==> config.mk <==
export PLATFORM = sky130hd
export DESIGN_NAME = rann_div
export DESIGN_NICKNAME = d
export VERILOG_FILES = /design/src/rtl/residue_add_normalizer_unit_assert.svh /design/src/rtl/rann_pkg.sv /design/src/rtl/rann_div.sv
export SDC_FILE = /design/constraint.sdc
export NUM_CORES = 1
export LEC_CHECK = 0
export ABC_CLOCK_PERIOD_IN_PS = 7100
export BUFFER_PORTS_ARGS = -buffer_cell sky130_fd_sc_hd__buf_2
export CELL_PAD_IN_SITES_DETAIL_PLACEMENT = 1
export CELL_PAD_IN_SITES_GLOBAL_PLACEMENT = 1
export CORE_UTILIZATION = 35
export DETAILED_ROUTE_END_ITERATION = 10
export PLACE_DENSITY_LB_ADDON = 0.25
export SLEW_MARGIN = 10
export SYNTH_ARGS = -nofsm -noshare
export SYNTH_HDL_FRONTEND = slang
export SYNTH_SLANG_ARGS = --single-unit
==> constraint.sdc <==
create_clock -name clk_i -period 7.1 [get_ports clk_i]
set_clock_uncertainty 0.1 [all_clocks]
set_input_delay 1.065 -clock clk_i [delete_from_list [all_inputs] [get_ports clk_i]]
set_output_delay 1.065 -clock clk_i [all_outputs]
set_load 0.005 [all_outputs]
==> src/rtl/residue_add_normalizer_unit_assert.svh <==
// assertion macros for the residue add normalizer
`ifndef RESIDUE_ADD_NORMALIZER_UNIT_ASSERT_SVH
`define RESIDUE_ADD_NORMALIZER_UNIT_ASSERT_SVH
`ifndef SYNTH
`define RANN_ASSERT(lbl, clk, rstn, prop) \
  lbl: assert property (@(posedge clk) disable iff (!rstn) (prop)) else $error("assertion failed");
`define RANN_ASSERT_NEVER(lbl, clk, rstn, prop) \
  lbl: assert property (@(posedge clk) disable iff (!rstn) !(prop)) else $error("assertion failed");
`else
`define RANN_ASSERT(lbl, clk, rstn, prop)
`define RANN_ASSERT_NEVER(lbl, clk, rstn, prop)
`endif
`endif

==> src/rtl/rann_pkg.sv <==
// shared constants, types and helpers of the residue add normalizer
`default_nettype none
package rann_pkg;
  localparam int unsigned VALUE_W   = 32;
  localparam int unsigned FRAC      = 30;
  localparam int unsigned IDX_W     = 6;
  localparam int unsigned CNT_W     = 7;
  localparam int unsigned SUM_W     = 38;
  localparam int unsigned FAC_W     = 31;
  localparam int unsigned JOB_DEPTH = 2;
  localparam int unsigned DEF_VECTOR_LENGTH = 64;

  localparam logic [FAC_W-1:0] ONE_Q = 31'h4000_0000;

  localparam logic MODE_CUT   = 1'b0;
  localparam logic MODE_SCALE = 1'b1;

  typedef struct packed {
    logic [CNT_W-1:0] n;
    logic             mode;
  } job_t;

  typedef struct packed {
    logic [VALUE_W-1:0] res;
    logic [IDX_W-1:0]   idx;
    logic               last;
    logic [CNT_W-1:0]   cnt;
    logic [VALUE_W-1:0] big;
    logic [SUM_W-1:0]   tot;
    logic [FAC_W-1:0]   scale;
    logic               zf;
  } res_t;

  // clamp a 34-bit signed value to the 32-bit signed range
  function automatic logic [VALUE_W-1:0] sat_val(input logic signed [33:0] x);
    if (x > $signed(34'h0_7FFF_FFFF)) begin
      sat_val = 32'h7FFF_FFFF;
    end else if (x < $signed(34'h3_8000_0000)) begin
      sat_val = 32'h8000_0000;
    end else begin
      sat_val = x[31:0];
    end
  endfunction
endpackage
`default_nettype wire

==> src/rtl/rann_div.sv <==
// bit-serial fraction divider: num * 2^30 / den, capped at 2^30 when num >= den, one quotient bit a cycle
`default_nettype none
module rann_div (
  input  wire logic                         clk_i,
  input  wire logic                         rst_ni,
  input  wire logic                         start_i,
  input  wire logic [rann_pkg::SUM_W-1:0]   num_i,
  input  wire logic [rann_pkg::SUM_W-1:0]   den_i,
  input  wire logic                         rnd_i,
  output logic                              busy_o,
  output logic                              done_o,
  output logic [rann_pkg::FAC_W-1:0]        quot_o
);
  localparam logic [1:0] D_IDLE = 2'd0;
  localparam logic [1:0] D_RUN  = 2'd1;
  localparam logic [1:0] D_RND  = 2'd2;
  localparam logic [1:0] D_DONE = 2'd3;

  logic [1:0]                   st_q;
  logic [4:0]                   step_q;
  logic [rann_pkg::SUM_W-1:0]   rem_q, den_q;
  logic [rann_pkg::FAC_W-1:0]   quo_q;
  logic                         rnd_q;
  logic [rann_pkg::SUM_W:0]     rem2;
  logic                         ge;

  assign rem2   = {rem_q, 1'b0};
  assign ge     = rem2 >= {1'b0, den_q};
  assign busy_o = (st_q != D_IDLE);
  assign done_o = (st_q == D_DONE);
  assign quot_o = quo_q;

  always_ff @(posedge clk_i) begin
    unique case (st_q)
      D_IDLE: begin
        if (start_i) begin
          rem_q <= num_i;
          den_q <= den_i;
          rnd_q <= rnd_i;
          quo_q <= (num_i >= den_i) ? rann_pkg::ONE_Q : '0;
        end
      end
      D_RUN: begin
        rem_q <= ge ? rann_pkg::SUM_W'(rem2 - {1'b0, den_q}) : rem2[rann_pkg::SUM_W-1:0];
        quo_q <= {quo_q[rann_pkg::FAC_W-2:0], ge};
      end
      D_RND: begin
        if (rnd_q && ge) quo_q <= quo_q + rann_pkg::FAC_W'(1);
      end
      default: ;
    endcase
  end

  always_ff @(posedge clk_i or negedge rst_ni) begin
    if (!rst_ni) begin
      st_q   <= D_IDLE;
      step_q <= '0;
    end else begin
      unique case (st_q)
        D_IDLE: begin
          if (start_i) begin
            step_q <= '0;
            st_q   <= (num_i >= den_i) ? D_DONE : D_RUN;
          end
        end
        D_RUN: begin
          step_q <= step_q + 5'd1;
          if (step_q == 5'(rann_pkg::FRAC - 1)) st_q <= D_RND;
        end
        D_RND:   st_q <= D_DONE;
        default: st_q <= D_IDLE;
      endcase
    end
  end
endmodule
`default_nettype wire

==> impl_metrics.toml, run 1 <==
[status]
status = "finished, final reports clean"

[timing]
max_freq_mhz = 262
min_period_over_period = 0.537
final_max_slew_viol_count = 0
fin_setup_tns_ps = 0
rsz0062_at_grt = "false"
tightest_slew_ps = 1050
min_period_ps = 3810
hold_viol_final = 0
max_slew_margin = 0.301
setup_viol = 0

[setup_path]
crit_required_ps = 7230
cpPeakStageDelay_ps = 560
worst_setup_path_start_kind = "flop"
rr_worst_depth = 10
crit_chain = "ha_1 > nand3_1 > nor2_1 > o31a_2 > o311ai_4 > a2111oi_2 > o32a_2 > buf_4 > nand2_1 > o21ai_0"
reg2reg_slack_ps = 3290
setup.worst_path.end_class = "flop"
path_class = "reg2reg"
critPathArrivalTime_ps = 3940
cp_slowest_cell = "buf_4"
critPathMaxFanout = 41
timing.rr.start = "rem_q[5]"
r2r_end = "rem_q[33]"

[synth]
synth_edf_count = 108
synth_area_leaders = "edfxtp_1 36%, ha_1 11%, a21oi_1 4.4%"
synth_commonest_cells = "108 x edfxtp_1, 93 x inv_1, 83 x ha_1"
yosysMostFrequentCell = "edfxtp_1"
synth_top_cell_area_share = 0.359
synth_mux_area_frac = 0.0311
synth_flop_cell = "edfxtp_1"
netlist-cell-type-count = 85
yosysWarningCount = 0
synthAdderAreaFrac = 0.117
synth-simple-area-share = 0.159
synth_xor_area_frac = 0.0504
async_flop_share = 0.0609
synthCells = 959
ys_seq_area_frac = 0.378
netlist_area_sq_um = 9040
synth_compound_area_frac = 0.187
synth_top_family_by_area = "compound AO/OA/AOI/OAI gates"
synth_area_leader_cell = "edfxtp_1"
synth_fp_nets = 1123
avgSynthCellArea_sq_um = 9.43
ys_ff_latch = 115

[clocking]
clock-sinks = 115
numCtsBuffers = 17
clk_path_buf_depth = 2
cts.root.buffer_cell = "clkbuf_16"
cts_tree = "done"
path_clk_slew_ps = 60
postCtsResizedCells = 0
cts_hold_repair.buffers = 0
post_cts_buffers = 0
htree_levels = 4
worstSkewPairLatency_ps = 430

[detailed_routing]
dr.pass1.iters = 4
routedWlPerCell_microns = 18.2
route.detailed.drc = 0
viasPerCell = 5.35
ant_nets = 0
dr_total_vias = 7497
wl_microns = 25400
drt_iter0_drc = 332

[global_routing]
grt_max_degree = 77
grt_antenna_before_repair = 7
grt_use_total = 0.201
grt_pass1_vias = 7989
grt_remaining_overflow = 0
grt_first_pass_wirelength_microns = 41700

[place]
placement.io_buffers = 112
hpwl_microns = 18700
gp_congestion = 0.795
place_inst = 1365

[layout]
syn2layout_area_growth_pct = 14.7
layout-drive-gt1-share = 0.168
layoutNonFillerInstCount = 1401
nNetsFinal = 1218

[floorplanning]
dieArea_sq_um = 26500
fp-row-count = 58
fp.dieH_microns = 163
ios = 113
die_w_microns = 163
start_util = 0.358
core_area_sq_um = 25300

[power]
seqPwrFrac = 0.272
internal_power_mw = 2.86
power_density_nw_per_um2 = 500
vdd_ir_drop_max_mv = 0.191
comb_power_share = 0.549
p_sw_mw = 2.33
netSwitchingFraction = 0.449
p_clk_frac = 0.179
p_leak_nw = 4.44

[min_path]
hold_path_class = "in2async"

[run]
drv_cap = 0
area by class of cell:
class                           instances  area (sq um)
Multi-Input combinational cell        707          4950
Clock inverter                         13           170
Sequential cell                       115          3420
Antenna cell                            4          10.0
Tap cell                              330           413
Fill cell                            2978         14900
Inverter                               95           357
Timing Repair Buffer                  118           606
Clock buffer                           19           453
through the flow:
step	worst slack (ps)	power (mW)	hold slack [ps]	utilization	area, sq um
after floorplan	3040	3.63	391	-	9040
after global placement	3380	4.23	433	0.386	9740
after detailed placement	3230	4.27	441	0.386	9740
after CTS	3290	5.23	354	0.410	10400
after global routing	3000	5.61	356	0.410	10400
final	3290	5.19	361	0.411	10400
metal layers:
metal | vias to the layer above | global-route usage | wire, microns
met3 | 41 | 0.0519 | 1260
met1 | 3628 | 0.256 | 11800
met4 | 8 | 0.0743 | 561
li1 | 3670 | - | -
met5 | - | 0 | 52
met2 | 150 | 0.326 | 11800
power groups by stage:
stage,Clock (mW),Sequential [mW],Combinational [mW]
after floorplan,0,1.36,2.27
after global routing,0.968,1.45,3.18
after global placement,0,1.41,2.81
after detailed placement,0,1.41,2.86
final,0.930,1.41,2.85
after CTS,0.942,1.41,2.88
critical path, delay by kind of cell (launching register included):
family / cells / cell delay (ps)
and+or+nand+nor: 3 / 710
AOI/OAI and AO/OA: 5 / 1350
DFF: 1 / 390
adders and majority gates: 1 / 480
buffers and inverters: 1 / 560
layout by cell type, fill, tap and decap left out, types with 4 or more instances in the layout:
master and instances:
a211oi_1 4, a21boi_0 13, a21o_1 24, a21oi_1 80, a22oi_1 16, buf_2 112
buf_4 6, clkbuf_16 17, dfrtp_1 7, diode_2 4, edfxtp_1 108, ha_1 82
inv_1 93, inv_6 5, mux2i_1 27, nand2_1 72, nand2b_1 11, nand3_1 29
nand4_1 33, nor2_1 77, nor2b_1 25, nor3_1 9, nor3b_1 5, nor4_1 4
o211ai_1 11, o21a_1 6, o21ai_0 47, o21bai_1 5, o31a_1 4, o31ai_1 5
or3_1 6, xnor2_1 32, xor2_1 20
cells by family (layout without fill, tap and decap cells):
group	Yosys count	count (layout)
AO/OA/AOI/OAI	253	253
XOR/XNOR	52	52
adder cells (fa/ha/maj)	84	84
buffers and inverters	137	245
flip-flops	115	115
multiplexers	28	28
other	0	4
AND/OR/NAND/NOR	290	290
worst max path at each step:
stage | endpoint | cells after the start | startpoint
floorplan | quot_o[0] | 11 | rem_q[16]
global placement | rem_q[33] | 10 | rem_q[5]
detailed placement | st_q[1] | 12 | den_i[15]
CTS | rem_q[33] | 10 | rem_q[5]
global route | rem_q[33] | 10 | rem_q[5]
finish | rem_q[33] | 10 | rem_q[5]
flip-flops by register name (all words and copies together), names as in the netlist:
name    count
den_q      38
quot_o     31
st_q        2
step_q      5
rnd_q       1
rem_q      38
Note: power is estimated with default switching activity, not from simulation.
==> run 2, diff against run 1 <==
--- a/config.mk
+++ b/config.mk
@@ -5,7 +5,8 @@
 export SDC_FILE = /design/constraint.sdc
 export NUM_CORES = 1
 export LEC_CHECK = 0
-export ABC_CLOCK_PERIOD_IN_PS = 7100
+export ABC_AREA = 1
+export ABC_CLOCK_PERIOD_IN_PS = 3200
 export BUFFER_PORTS_ARGS = -buffer_cell sky130_fd_sc_hd__buf_2
 export CELL_PAD_IN_SITES_DETAIL_PLACEMENT = 1
 export CELL_PAD_IN_SITES_GLOBAL_PLACEMENT = 1
==> constraint.sdc (replaced) <==
create_clock -name clk_i -period 3.2 [get_ports clk_i]
set_clock_uncertainty 0.1 [all_clocks]
set_input_delay 0.48 -clock clk_i [delete_from_list [all_inputs] [get_ports clk_i]]
set_output_delay 0.48 -clock clk_i [all_outputs]
set_load 0.005 [all_outputs]
==> impl_metrics.toml, run 2 <==
[setup_path]
cpPeakStageDelay_ps = 410
setup.worst_path.end_class = "flop"
reg2reg_slack_ps = 320
path_class = "reg2reg"
worst_setup_path_start_kind = "flop"
cpMostUsedCell = "nand2_1"
cp_slowest_cell = "edfxtp_1"
crit_chain = "ha_1 > nand2_1 > nor2_1 > nand2_1 > nor2_1 > nand4_1 > nand2_1 > inv_2 > nand2_2 > buf_4 > nand2_1 > nand3_1 > nand2_1"
crit_required_ps = 3280
critPathMaxFanout = 17
rr_worst_depth = 13
critPathArrivalTime_ps = 2960

[global_routing]
grt_antenna_before_repair = 1
grt_use_total = 0.249
grt_first_pass_wirelength_microns = 55000
grt_remaining_overflow = 0
grt_pass1_vias = 10256
grt_max_degree = 75

[place]
hpwl_microns = 27300
placement.io_buffers = 112
gp_congestion = 0.891

[power]
p_leak_nw = 5.74
power_density_nw_per_um2 = 1070
p_total_mw = 12.4
vdd_ir_drop_max_mv = 0.681

[clocking]
clock-sinks = 115
clk_path_buf_depth = 2
cts.root.buffer_cell = "clkbuf_16"
htree_levels = 4
worstSkewPairLatency_ps = 440
numCtsBuffers = 17
cts_tree = "done"
post_cts_buffers = 0
path_clk_slew_ps = 70

[timing]
final_max_slew_viol_count = 0
min_period_ps = 2880
tightest_slew_ps = 1100
max_freq_mhz = 347
fin_setup_tns_ps = 0
rsz0062_at_grt = "false"
hold_viol_final = 0
max_slew_margin = 0.263
setup_viol = 0
min_period_over_period = 0.899

[floorplanning]
die_w_microns = 170
dieArea_sq_um = 29000
core_area_sq_um = 27900
start_util = 0.356
ios = 113
fp.dieH_microns = 170
fp-row-count = 61

[synth]
synth_top_cell_area_share = 0.327
avgSynthCellArea_sq_um = 6.94
synth_area_leaders = "edfxtp_1 33%, nand2_1 18%, ha_1 10%"
synth_edf_count = 108
netlist_area_sq_um = 9930
synth_commonest_cells = "480 x nand2_1, 243 x inv_1, 108 x edfxtp_1"
synth_area_leader_cell = "edfxtp_1"
yosysMostFrequentCell = "nand2_1"
ys_ff_latch = 115
synth_fp_nets = 1595
yosysWarningCount = 0
ys_seq_area_frac = 0.344
netlist-cell-type-count = 39
synth_flop_cell = "edfxtp_1"
synthCells = 1431
async_flop_share = 0.0609

[layout]
syn2layout_area_growth_pct = 16.9
n_fill_cell = 3618
most-common-layout-cells = "480 x nand2_1, 242 x inv_1, 112 x buf_2, 108 x edfxtp_1, 107 x nand3_1"
nNetsFinal = 1713
final-seq-area_sq_um = 3420
multi_input_area_sq_um = 5460
layout_commonest_cell = "nand2_1"
layout-drive-gt1-share = 0.118

[detailed_routing]
route.detailed.drc = 0
dr_total_vias = 9817
dr.pass1.iters = 5
routedWlPerCell_microns = 17.8
ant_nets = 0
wl_microns = 34500
drt_iter0_drc = 466
viasPerCell = 5.06

[min_path]
min_path_cells = 1
hold_path_class = "in2reg"

[status]
status = "finished, final reports clean"

[run]
drv_cap = 0
## run 2: cell count changes after synthesis, moves of 20 or more
cell      change
nand2_1     +408
inv_1       +150
nand3_1      +78
nand3b_1     +36
mux2i_1      -27
nor2b_1      -25
nor2_1       +21
a21o_1       -20
## run 2: final timing paths
kind / startpoint / end
worst max-delay path: rem_q[18] / rem_q[8]
worst min-delay path: den_i[32] / den_q[32]
worst max register to register: rem_q[18] / rem_q[8]
worst min register to register: step_q[4] / step_q[4]
max in group asynchronous: rst_ni / step_q[0]
min in group asynchronous: rst_ni / st_q[0]
## run 2: cells by family after synthesis
family / Yosys count / share of synthesized area
compound gates: 145 / 0.0785
xor+xnor: 21 / 0.0185
fa+ha+maj: 84 / 0.107
buf+inv: 273 / 0.108
flops: 115 / 0.344
simple gates: 793 / 0.344
## run 2: through the flow
stage          hold WS, ps  setup slack, ps  cells  utilization  instance area [sq um]
6_report               131              322   1941        0.416                  11600
5_1_grt                118              114   1940        0.416                  11600
4_1_cts                116              336   1940        0.416                  11600
3_5_place_dp           227              371   1907        0.393                  10900
3_3_place_gp           228              408   1907        0.393                  10900
2_1_floorplan         84.4              348   1431            -                   9940
## run 2: cell type report
cell class                 count  share of cell area
sequential                   115               0.295
clock inverter                14              0.0175
tap                          378              0.0408
clock buffer                  18              0.0379
antenna                        1            0.000216
multi-input combinational   1043               0.470
inverter                     245              0.0793
timing repair buffer         127              0.0593
## run 2: power by group
part / switching (mW) / total (mW) / internal [mW] / leakage (nW)
Combinational: 4.81 / 7.15 / 2.35 / 4.29
Clock: 0.816 / 2.15 / 1.33 / 0.300
Sequential: 0.496 / 3.09 / 2.60 / 1.15
## run 2: routing by layer
metal	vias to the layer above	wire length (microns)	track usage
met3	45	1140	0.0363
li1	4851	-	-
met2	173	16500	0.429
met5	-	0	0
met1	4748	16000	0.319
met4	0	853	0.0815
## run 2: worst max-delay path, delay by kind of cell, from the launching register on
family / cells / cell delay, ps
simple gates: 10 / 1440
buf+inv: 2 / 290
fa+ha+maj: 1 / 380
flops: 1 / 410
## run 2: what timing repair did
item	4_1_cts	5_1_grt
hold buffers	1	0
endpoints found under the hold margin	7	0
resized for setup	0	0
